File: src/rtl/core/bms_pkg.sv
// ----------------------------------------------------------------------------
// bms_pkg: shared types and constants for box_merge_and_sort
// Register indexes and the controller-to-datapath command/status structs.
// ----------------------------------------------------------------------------
`default_nettype none
package bms_pkg;
    localparam int CFG_BITS = 4;
    localparam int CFG_IDX_BITS = 2;
    localparam logic [CFG_IDX_BITS-1:0] REG_HEIGHT = 2'd0;
    localparam logic [CFG_IDX_BITS-1:0] REG_VERT   = 2'd1;
    localparam logic [CFG_IDX_BITS-1:0] REG_GAP    = 2'd2;
    localparam logic [CFG_BITS-1:0] RST_HEIGHT = 4'd2;
    localparam logic [CFG_BITS-1:0] RST_VERT   = 4'd2;
    localparam logic [CFG_BITS-1:0] RST_GAP    = 4'd6;

    // datapath operation codes
    typedef enum logic [2:0] {
        OP_NONE,
        OP_LOAD,   // write input box at count
        OP_RDI,    // read entry i into holding register A
        OP_RDJ,    // read entry j into holding register B
        OP_MERGE,  // write union of A,B to entry i
        OP_SHIFT,  // copy read data (entry k+1 or k-1) to entry k (two steps: read, write)
        OP_WRB,    // write B to entry k
        OP_RDOUT   // read entry k to output register
    } t_op;

    typedef struct packed {
        t_op op;
        logic [6:0] addr;   // wide enough for any MAX_BOXES up to 128
    } t_cmd;

    typedef struct packed {
        logic alike;
        logic b_less;       // left of held B below left at read data
    } t_stat;
endpackage
`default_nettype wire

File: src/rtl/core/bms_box_if.sv
// ----------------------------------------------------------------------------
// bms_box_if: valid/ready channel carrying one box
// Used for both input and result channels.
// ----------------------------------------------------------------------------
`default_nettype none
interface bms_box_if #(parameter int COORD_BITS = 10);
    logic valid;
    logic ready;
    logic [COORD_BITS-1:0] left;
    logic [COORD_BITS-1:0] top;
    logic [COORD_BITS:0]   width;
    logic [COORD_BITS:0]   height;
    logic                  last;
    logic                  overflow;
    modport source(output valid, left, top, width, height, last, overflow, input ready);
    modport sink(input valid, left, top, width, height, last, overflow, output ready);
endinterface
`default_nettype wire

File: src/rtl/core/box_merge_and_sort.sv
// ----------------------------------------------------------------------------
// box_merge_and_sort: collect boxes, merge alike pairs, emit sorted by left
//
// Input channel i_box: one box per transfer, final flag ends the set. Up to
// MAX_BOXES are stored; more are dropped and flagged on every result.
// After the final box the block stops taking input, runs a pairwise merge
// scan (later entries move down when a box is removed) and an insertion sort,
// all through one single-port store with registered read. This store port
// sets the pace: the run time grows quadratically with the box count.
// Loading takes one box per cycle.
// Results leave on o_box, one transfer per surviving box, ascending left,
// last flag on the final one; the next result is fetched after each is taken.
// A stalled receiver simply holds the result; nothing is lost.
// Reset (synchronous, active low) empties the set and restores the limit
// registers to 2 and 2 quarters and 6 eighths. Configure only while idle.
// ----------------------------------------------------------------------------
`default_nettype none
module box_merge_and_sort #(
    parameter int MAX_BOXES  = 32,
    parameter int COORD_BITS = 10
) (
    input  wire logic i_clk,
    input  wire logic i_rst_n,
    bms_box_if.sink   i_box,
    bms_box_if.source o_box,
    input  wire logic i_cfg_we,
    input  wire logic [bms_pkg::CFG_IDX_BITS-1:0] i_cfg_idx,
    input  wire logic [bms_pkg::CFG_BITS-1:0]     i_cfg_data
);
    logic [bms_pkg::CFG_BITS-1:0] r_hq, r_vq, r_gq;
    always_ff @(posedge i_clk) begin
        if (!i_rst_n) begin
            r_hq <= bms_pkg::RST_HEIGHT;
            r_vq <= bms_pkg::RST_VERT;
            r_gq <= bms_pkg::RST_GAP;
        end else if (i_cfg_we) begin
            unique case (i_cfg_idx)
                bms_pkg::REG_HEIGHT: r_hq <= i_cfg_data;
                bms_pkg::REG_VERT:   r_vq <= i_cfg_data;
                bms_pkg::REG_GAP:    r_gq <= i_cfg_data;
                default: ;
            endcase
        end
    end

    bms_pkg::t_cmd  w_cmd;
    bms_pkg::t_stat w_stat;

    bms_ctrl #(.MAX_BOXES(MAX_BOXES)) u_ctrl (
        .i_clk, .i_rst_n,
        .i_in_valid(i_box.valid), .i_in_final(i_box.last), .o_in_ready(i_box.ready),
        .o_out_valid(o_box.valid), .o_out_last(o_box.last), .o_out_ovf(o_box.overflow),
        .i_out_ready(o_box.ready), .i_stat(w_stat), .o_cmd(w_cmd)
    );

    bms_datapath #(.MAX_BOXES(MAX_BOXES), .COORD_BITS(COORD_BITS)) u_dp (
        .i_clk, .i_cmd(w_cmd),
        .i_left(i_box.left), .i_top(i_box.top),
        .i_width(i_box.width), .i_height(i_box.height),
        .i_hq(r_hq), .i_vq(r_vq), .i_gq(r_gq),
        .o_stat(w_stat),
        .o_left(o_box.left), .o_top(o_box.top),
        .o_width(o_box.width), .o_height(o_box.height)
    );
endmodule
`default_nettype wire

File: src/rtl/core/bms_datapath.sv
// ----------------------------------------------------------------------------
// bms_datapath: box store, holding registers and pair compare
// Single-port store with registered read; A and B hold boxes under test.
// ----------------------------------------------------------------------------
`default_nettype none
module bms_datapath #(
    parameter int MAX_BOXES  = 32,
    parameter int COORD_BITS = 10
) (
    input  wire logic i_clk,
    input  wire bms_pkg::t_cmd i_cmd,
    input  wire logic [COORD_BITS-1:0] i_left,
    input  wire logic [COORD_BITS-1:0] i_top,
    input  wire logic [COORD_BITS:0]   i_width,
    input  wire logic [COORD_BITS:0]   i_height,
    input  wire logic [bms_pkg::CFG_BITS-1:0] i_hq,
    input  wire logic [bms_pkg::CFG_BITS-1:0] i_vq,
    input  wire logic [bms_pkg::CFG_BITS-1:0] i_gq,
    output bms_pkg::t_stat o_stat,
    output logic [COORD_BITS-1:0] o_left,
    output logic [COORD_BITS-1:0] o_top,
    output logic [COORD_BITS:0]   o_width,
    output logic [COORD_BITS:0]   o_height
);
    localparam int AW = (MAX_BOXES > 1) ? $clog2(MAX_BOXES) : 1;
    localparam int PW = COORD_BITS;
    localparam int SW = COORD_BITS + 1;
    localparam int EW = 2*PW + 2*SW;
    localparam logic [SW+1:0] SMAX = {2'b00, {SW{1'b1}}};

    logic [EW-1:0] r_mem [MAX_BOXES];
    logic [EW-1:0] r_rd;      // registered read data
    logic [EW-1:0] r_a;
    logic [EW-1:0] r_b;
    logic [EW-1:0] r_out;
    logic r_alike;
    logic [EW-1:0] n_union;
    logic [AW-1:0] w_addr;

    assign w_addr = i_cmd.addr[AW-1:0];

    // field views
    logic [PW-1:0] al, at, bl, bt;
    logic [SW-1:0] aw, ah, bw, bh;
    assign {al, at, aw, ah} = r_a;
    assign {bl, bt, bw, bh} = r_b;

    // pair test on A (first) and B (second)
    logic [SW-1:0] hd;
    logic [PW-1:0] vd;
    logic signed [SW+1:0] gap;
    logic [SW+1:0] gabs;
    logic [SW+1:0] wsum;
    logic alike;
    always_comb begin
        hd = (ah > bh) ? ah - bh : bh - ah;
        vd = (at > bt) ? at - bt : bt - at;
        if (al < bl)
            gap = $signed({2'b00, bl}) - $signed({2'b00, al}) - $signed({1'b0, aw});
        else
            gap = $signed({2'b00, al}) - $signed({2'b00, bl}) - $signed({1'b0, bw});
        gabs = gap[SW+1] ? (SW+2)'(-gap) : (SW+2)'(gap);
        wsum = {2'b00, aw} + {2'b00, bw};
        alike = ({2'b00, hd, 2'b00} < ({{SW{1'b0}}, i_hq} * {4'b0000, ah}))
             && ({3'b000, vd, 2'b00} < ({{SW{1'b0}}, i_vq} * {4'b0000, ah}))
             && ({gabs, 3'b000} < ({{(SW+1){1'b0}}, i_gq} * {3'b000, wsum}));
    end

    // union of A and B
    logic [PW-1:0] ux, uy;
    logic [SW+1:0] ra, rb, ba, bb, uw, uh;
    always_comb begin
        ux = (al < bl) ? al : bl;
        uy = (at < bt) ? at : bt;
        ra = {2'b00, al} + {1'b0, aw};
        rb = {2'b00, bl} + {1'b0, bw};
        ba = {2'b00, at} + {1'b0, ah};
        bb = {2'b00, bt} + {1'b0, bh};
        uw = ((ra > rb) ? ra : rb) - {2'b00, ux};
        uh = ((ba > bb) ? ba : bb) - {2'b00, uy};
        if (uw > SMAX) uw = SMAX;
        if (uh > SMAX) uh = SMAX;
        n_union = {ux, uy, uw[SW-1:0], uh[SW-1:0]};
    end

    logic [PW-1:0] rdl;
    assign rdl = r_rd[EW-1 -: PW];

    always_ff @(posedge i_clk) begin
        r_alike <= alike;
        unique case (i_cmd.op)
            bms_pkg::OP_LOAD:  r_mem[w_addr] <= {i_left, i_top, i_width, i_height};
            bms_pkg::OP_MERGE: r_mem[w_addr] <= n_union;
            bms_pkg::OP_SHIFT: r_mem[w_addr] <= r_rd;
            bms_pkg::OP_WRB:   r_mem[w_addr] <= r_b;
            default: r_rd <= r_mem[w_addr];
        endcase
        if (i_cmd.op == bms_pkg::OP_RDI) r_a <= r_mem[w_addr];
        if (i_cmd.op == bms_pkg::OP_RDJ) r_b <= r_mem[w_addr];
        if (i_cmd.op == bms_pkg::OP_MERGE) r_a <= n_union;
        if (i_cmd.op == bms_pkg::OP_RDOUT) r_out <= r_mem[w_addr];
    end

    // sort compare is live on held B and the current read data
    assign o_stat = '{alike: r_alike, b_less: (bl < rdl)};
    assign {o_left, o_top, o_width, o_height} = r_out;
endmodule
`default_nettype wire

File: src/rtl/core/bms_ctrl.sv
// ----------------------------------------------------------------------------
// bms_ctrl: sequencer for load, merge scan, insertion sort and output
// Issues one store access a cycle to the datapath.
// ----------------------------------------------------------------------------
`default_nettype none
module bms_ctrl #(
    parameter int MAX_BOXES = 32
) (
    input  wire logic i_clk,
    input  wire logic i_rst_n,
    input  wire logic i_in_valid,
    input  wire logic i_in_final,
    output logic      o_in_ready,
    output logic      o_out_valid,
    output logic      o_out_last,
    output logic      o_out_ovf,
    input  wire logic i_out_ready,
    input  wire bms_pkg::t_stat i_stat,
    output bms_pkg::t_cmd o_cmd
);
    localparam int CW = $clog2(MAX_BOXES + 1);
    typedef enum logic [3:0] {
        S_LOAD, S_MI, S_MJ, S_MT, S_MDEC, S_SH_RD, S_SH_WR,
        S_SI, S_SR, S_SW, S_SCMP, S_SPUT, S_ORD, S_OUT
    } t_state;

    t_state r_state;
    logic [CW-1:0] r_cnt, r_i, r_j, r_k;
    logic r_ovf;

    assign o_in_ready = (r_state == S_LOAD);
    logic acc;
    assign acc = i_in_valid && o_in_ready;

    always_comb begin
        o_cmd = '{op: bms_pkg::OP_NONE, addr: '0};
        unique case (r_state)
            S_LOAD: if (acc && r_cnt < CW'(MAX_BOXES))
                o_cmd = '{op: bms_pkg::OP_LOAD, addr: 7'(r_cnt)};
            S_MI:   o_cmd = '{op: bms_pkg::OP_RDI, addr: 7'(r_i)};
            S_MJ:   o_cmd = '{op: bms_pkg::OP_RDJ, addr: 7'(r_j)};
            S_MDEC: if (i_stat.alike)
                o_cmd = '{op: bms_pkg::OP_MERGE, addr: 7'(r_i)};
            S_SH_RD: o_cmd = '{op: bms_pkg::OP_NONE, addr: 7'(r_k + 1'b1)};
            S_SH_WR: o_cmd = '{op: bms_pkg::OP_SHIFT, addr: 7'(r_k)};
            S_SI:   o_cmd = '{op: bms_pkg::OP_RDJ, addr: 7'(r_i)};
            S_SR:   o_cmd = '{op: bms_pkg::OP_NONE, addr: 7'(r_k - 1'b1)};
            // keep read data on entry k-1 for the compare and the move
            S_SCMP: o_cmd = '{op: bms_pkg::OP_NONE, addr: 7'(r_k - 1'b1)};
            S_SW:   o_cmd = '{op: bms_pkg::OP_SHIFT, addr: 7'(r_k)};
            S_SPUT: o_cmd = '{op: bms_pkg::OP_WRB, addr: 7'(r_k)};
            S_ORD:  o_cmd = '{op: bms_pkg::OP_RDOUT, addr: 7'(r_k)};
            default: o_cmd = '{op: bms_pkg::OP_NONE, addr: '0};
        endcase
    end

    always_ff @(posedge i_clk) begin
        if (!i_rst_n) begin
            r_state <= S_LOAD;
            r_cnt <= '0;
            r_ovf <= 1'b0;
            r_i <= '0; r_j <= '0; r_k <= '0;
            o_out_valid <= 1'b0;
            o_out_last <= 1'b0;
            o_out_ovf <= 1'b0;
        end else begin
            unique case (r_state)
                S_LOAD: if (acc) begin
                    logic [CW-1:0] nc;
                    nc = (r_cnt < CW'(MAX_BOXES)) ? r_cnt + 1'b1 : r_cnt;
                    r_cnt <= nc;
                    if (r_cnt >= CW'(MAX_BOXES)) r_ovf <= 1'b1;
                    if (i_in_final) begin
                        r_i <= '0;
                        r_state <= S_MI;
                    end
                end
                S_MI: begin
                    if (r_i + 1'b1 >= r_cnt) begin
                        r_i <= CW'(1);
                        r_state <= S_SI;
                    end else begin
                        r_j <= r_i + 1'b1;
                        r_state <= S_MJ;
                    end
                end
                S_MJ: r_state <= S_MT;
                S_MT: r_state <= S_MDEC;
                S_MDEC: begin
                    if (i_stat.alike) begin
                        r_k <= r_j;
                        if (r_j + 1'b1 < r_cnt) r_state <= S_SH_RD;
                        else begin
                            r_cnt <= r_cnt - 1'b1;
                            r_j <= r_i + 1'b1;
                            r_state <= (r_i + 1'b1 < r_cnt - 1'b1) ? S_MJ : S_MI;
                            if (!(r_i + 1'b1 < r_cnt - 1'b1)) r_i <= r_i + 1'b1;
                        end
                    end else if (r_j + 1'b1 < r_cnt) begin
                        r_j <= r_j + 1'b1;
                        r_state <= S_MJ;
                    end else begin
                        r_i <= r_i + 1'b1;
                        r_state <= S_MI;
                    end
                end
                S_SH_RD: r_state <= S_SH_WR;
                S_SH_WR: begin
                    if (r_k + 2'd2 < r_cnt) begin
                        r_k <= r_k + 1'b1;
                        r_state <= S_SH_RD;
                    end else begin
                        r_cnt <= r_cnt - 1'b1;
                        r_j <= r_i + 1'b1;
                        if (r_i + 1'b1 < r_cnt - 1'b1) r_state <= S_MJ;
                        else begin
                            r_i <= r_i + 1'b1;
                            r_state <= S_MI;
                        end
                    end
                end
                S_SI: begin
                    if (r_i >= r_cnt) begin
                        r_k <= '0;
                        r_state <= (r_cnt == '0) ? S_LOAD : S_ORD;
                        if (r_cnt == '0) r_ovf <= 1'b0;
                    end else begin
                        r_k <= r_i;
                        r_state <= S_SR;
                    end
                end
                S_SR: r_state <= S_SCMP;
                S_SCMP: begin
                    if (i_stat.b_less) r_state <= S_SW;
                    else r_state <= S_SPUT;
                end
                S_SW: begin
                    if (r_k == CW'(1)) begin
                        r_k <= '0;
                        r_state <= S_SPUT;
                    end else begin
                        r_k <= r_k - 1'b1;
                        r_state <= S_SR;
                    end
                end
                S_SPUT: begin
                    r_i <= r_i + 1'b1;
                    r_state <= S_SI;
                end
                S_ORD: r_state <= S_OUT;
                S_OUT: begin
                    if (!o_out_valid) begin
                        o_out_valid <= 1'b1;
                        o_out_last <= (r_k + 1'b1 == r_cnt);
                        o_out_ovf <= r_ovf;
                    end else if (i_out_ready) begin
                        o_out_valid <= 1'b0;
                        if (o_out_last) begin
                            r_cnt <= '0;
                            r_ovf <= 1'b0;
                            r_state <= S_LOAD;
                        end else begin
                            r_k <= r_k + 1'b1;
                            r_state <= S_ORD;
                        end
                    end
                end
                default: r_state <= S_LOAD;
            endcase
        end
    end
endmodule
`default_nettype wire

File: src/flat_wrapper.sv
// flat-port wrapper written by rule: the top's interface ports become plain ports
module box_merge_and_sort_flat 
#(
    parameter int MAX_BOXES  = 32,
    parameter int COORD_BITS = 10
)
  (i_clk, i_rst_n, i_cfg_we, i_cfg_idx, i_cfg_data, i_box_valid, i_box_left, i_box_top, i_box_width, i_box_height, i_box_last, i_box_overflow, i_box_ready, o_box_valid, o_box_left, o_box_top, o_box_width, o_box_height, o_box_last, o_box_overflow, o_box_ready);
  bms_box_if #(.COORD_BITS(COORD_BITS)) i_box_i ();
  bms_box_if #(.COORD_BITS(COORD_BITS)) o_box_i ();
  input  wire logic i_clk;
  input  wire logic i_rst_n;
  input  wire logic i_cfg_we;
  input  wire logic [bms_pkg::CFG_IDX_BITS-1:0] i_cfg_idx;
  input  wire logic [bms_pkg::CFG_BITS-1:0] i_cfg_data;
  input wire logic [$bits(i_box_i.valid)-1:0] i_box_valid;
  input wire logic [$bits(i_box_i.left)-1:0] i_box_left;
  input wire logic [$bits(i_box_i.top)-1:0] i_box_top;
  input wire logic [$bits(i_box_i.width)-1:0] i_box_width;
  input wire logic [$bits(i_box_i.height)-1:0] i_box_height;
  input wire logic [$bits(i_box_i.last)-1:0] i_box_last;
  input wire logic [$bits(i_box_i.overflow)-1:0] i_box_overflow;
  output wire logic [$bits(i_box_i.ready)-1:0] i_box_ready;
  output wire logic [$bits(o_box_i.valid)-1:0] o_box_valid;
  output wire logic [$bits(o_box_i.left)-1:0] o_box_left;
  output wire logic [$bits(o_box_i.top)-1:0] o_box_top;
  output wire logic [$bits(o_box_i.width)-1:0] o_box_width;
  output wire logic [$bits(o_box_i.height)-1:0] o_box_height;
  output wire logic [$bits(o_box_i.last)-1:0] o_box_last;
  output wire logic [$bits(o_box_i.overflow)-1:0] o_box_overflow;
  input wire logic [$bits(o_box_i.ready)-1:0] o_box_ready;
  assign i_box_i.valid = i_box_valid;
  assign i_box_i.left = i_box_left;
  assign i_box_i.top = i_box_top;
  assign i_box_i.width = i_box_width;
  assign i_box_i.height = i_box_height;
  assign i_box_i.last = i_box_last;
  assign i_box_i.overflow = i_box_overflow;
  assign i_box_ready = i_box_i.ready;
  assign o_box_valid = o_box_i.valid;
  assign o_box_left = o_box_i.left;
  assign o_box_top = o_box_i.top;
  assign o_box_width = o_box_i.width;
  assign o_box_height = o_box_i.height;
  assign o_box_last = o_box_i.last;
  assign o_box_overflow = o_box_i.overflow;
  assign o_box_i.ready = o_box_ready;
  box_merge_and_sort #(.MAX_BOXES(MAX_BOXES), .COORD_BITS(COORD_BITS)) u_core (.i_clk(i_clk), .i_rst_n(i_rst_n), .i_box(i_box_i), .o_box(o_box_i), .i_cfg_we(i_cfg_we), .i_cfg_idx(i_cfg_idx), .i_cfg_data(i_cfg_data));
endmodule
File: config.mk
export PLATFORM = sky130hd
export DESIGN_NAME = box_merge_and_sort_flat
export DESIGN_NICKNAME = d
export VERILOG_FILES = /design/src/rtl/core/bms_pkg.sv /design/src/rtl/core/bms_box_if.sv /design/src/rtl/core/box_merge_and_sort.sv /design/src/rtl/core/bms_datapath.sv /design/src/rtl/core/bms_ctrl.sv /design/src/flat_wrapper.sv
export SDC_FILE = /design/constraint.sdc
export NUM_CORES = 2
export LEC_CHECK = 0
export BUFFER_PORTS_ARGS = -buffer_cell sky130_fd_sc_hd__clkbuf_2
export CAP_MARGIN = 20
export CORE_ASPECT_RATIO = 1.25
export CORE_MARGIN = 1.5
export CORE_UTILIZATION = 40
export DETAILED_ROUTE_END_ITERATION = 8
export PLACE_DENSITY = 0.62
export SYNTH_ARGS = -nofsm -noshare
export SYNTH_HDL_FRONTEND = slang
export SYNTH_HIERARCHICAL = 1
export SYNTH_SLANG_ARGS = --single-unit
export TNS_END_PERCENT = 10
File: constraint.sdc
create_clock -name i_clk -period 8.75 [get_ports i_clk]
set_clock_uncertainty 0.1 [all_clocks]
set_input_delay 1.3125 -clock i_clk [delete_from_list [all_inputs] [get_ports i_clk]]
set_output_delay 1.3125 -clock i_clk [all_outputs]
set_load 0.005 [all_outputs]
==> out/results.txt <==
status: finished, final reports clean
Rel. slew slack: 0.268
pin count of the biggest net entering global routing: 122
post-cts hold buffer count: 0
CP top delay family: compound AO/OA/AOI/OAI gates
first-pass GRT wire length: 301,000 um
Worst-Skew Late Latency: 0.80 ns
Max-Cap Viols: 0
hold slack: 0.376 ns
# nets final: 5,442
Die Ht: 485 um
WL final: 208,000 um
Tcrit/Tclk final: 0.907
crit path kind: register to register
Die W: 388 um
critical path required time: 9.15 ns
Detail Placement HPWL: 131,000 um
internal power: 20.8 mW
Critical path buffers and inverters: 2
grt total ovfl: 0
P_sw: 15.2 mW
post-CTS resize count: 0
vias post-DR: 44,329
Die ar.: 188,000 um^2
RSZ-0062 raised after global routing: no
vias per cell: 5.90
Comb pwr share: 0.558
power share of the sequential group: 0.271
vias in the first global route: 44,035
first-pass detailed-route iteration total: 8
Initial Utilization: 0.403
Pleak: 28.6 nW
WP data arrival: 8.33 ns
post-layout util: 0.452
clock tree buffer depth: 3
Setup violations, final: 0
CTS tree: built
Net Sw Frac: 0.423
Net Count, Synth: 5,282
H-tree levels: 4
I/O pin total: 101
largest stage delay on the critical path: 0.60 ns
CP startpoint kind: register
Power Dens Cells: 432 nW/um^2
area added between synthesis and finish: 12.2%
clock share of power: 0.172
overall global routing resource usage: 0.219
CP max stage cell: edfxtp_1
CTS root buf: clkbuf_16
remaining antenna violation count: 0
Rows: 176
Hold Fails Final Rpt: 0
FMAX: 126 MHz
drt wl/cell: 27.7 um
YS warnings: 6
placed cell count: 7,246
Post-Synthesis Cells: 4,833
initial DRC count: 4,770
clk slew on worst S/H paths: 0.06 ns
DRC Markers: 0
Max VDD drop: 0.420 mV
final worst path period need: 7.93 ns
Setup TNS Final: 0 ns
synthesized area: 74,300 um^2
Max Slew Vio Count: 0
total power: 36.0 mW
cts bufs inserted: 147
Syn Area/Cell: 15.4 um^2
layout cells sized above 1: 0.182
# Post-CTS Setup Buffers: 0
clk sinks: 1,557
Worst Hold Class: register to register
IO Port Bufs: 99
initial antenna violation count: 6
Core Area: 184,000 um^2
worst-margin pin slew: 1.10 ns
fin cells: 7,513
crit path max fanout: 32
Crit. End Element: register
Placer Congestion: 0.902
[power by group through the flow]
stage	combinational, mW	clock (mW)	sequential (mW)
final	20.1	6.18	9.74
after global routing	22.2	6.53	9.78
after CTS	20.2	6.28	9.74
after detailed placement	20.1	0	9.90
after global placement	19.9	0	9.88
after floorplan	14.6	0	9.67
[flip-flops by register name (all words and copies together), names as in the netlist, 42 cells and up]
signal,cells
u_core/u_dp/r_a,42
u_core/u_dp/r_b,42
u_core/u_dp/r_mem,1344
u_core/u_dp/r_out,42
u_core/u_dp/r_rd,42
[cells in the final DEF (no fill, tap or decap), types with 45 or more instances in the layout]
cell and count:
a211oi_1 47, a21o_1 68, a21oi_1 177, a22oi_1 194, and2_1 56, buf_4 109
clkbuf_16 148, clkbuf_2 99, dfxtp_1 45, edfxtp_1 1512, fa_1 72, ha_1 322
inv_1 263, mux2i_1 57, mux4_2 336, nand2_1 233, nand3_1 73, nand4_1 58
nor2_1 206, nor3_1 48, o21ai_0 117, xnor2_1 107, xor2_1 71
[area by class of cell]
class                   count  area, um^2
fillers                 15943      101000
flip-flops and latches   1557       46300
multi-input cells        2782       26500
clock buffers             175        3810
well taps                2403        3010
repair buffers            240        1930
inverters                 265         995
clock inverters            87         768
diodes                      4        10.0
[final timing paths]
check	startpoint	end	slack, ns	cells past startpoint
worst min-delay path	u_core/u_ctrl/r_ovf	u_core/u_ctrl/o_out_ovf	0.38	2
worst max register to register	u_core/u_dp/r_a[12]	u_core/u_dp/r_mem[18][16]	0.82	28
worst min register to register	u_core/u_ctrl/r_ovf	u_core/u_ctrl/o_out_ovf	0.38	2
worst max-delay path	u_core/u_dp/r_a[12]	u_core/u_dp/r_mem[18][16]	0.82	28
[routing by layer]
metal  vias up  routed length, um  GRT usage  share of wire
li1      19266                  -          -              -
met1     23042              82900      0.282           0.40
met2      1684             106000      0.381           0.51
met3       333              12900     0.0288          0.062
met4         4               6500     0.0691          0.031
met5         -                 27          0        0.00013
[worst min-delay path, delay by kind of cell (launching register included)]
| kind | cells | cell delay, ns |
|---|---|---|
| flip-flops | 1 | 0.32 |
| AND/OR/NAND/NOR | 1 | 0.06 |
| AO/OA/AOI/OAI | 1 | 0.05 |
[through the flow]
stage | setup slack (ns) | area (um^2)
global route | 0.283 | 83300
finish | 0.815 | 83300
detailed placement | 0.851 | 78700
global placement | 0.879 | 78700
floorplan | 1.18 | 74300
CTS | 0.824 | 83300
No activity file was read; power rests on OpenSTA's default activity.
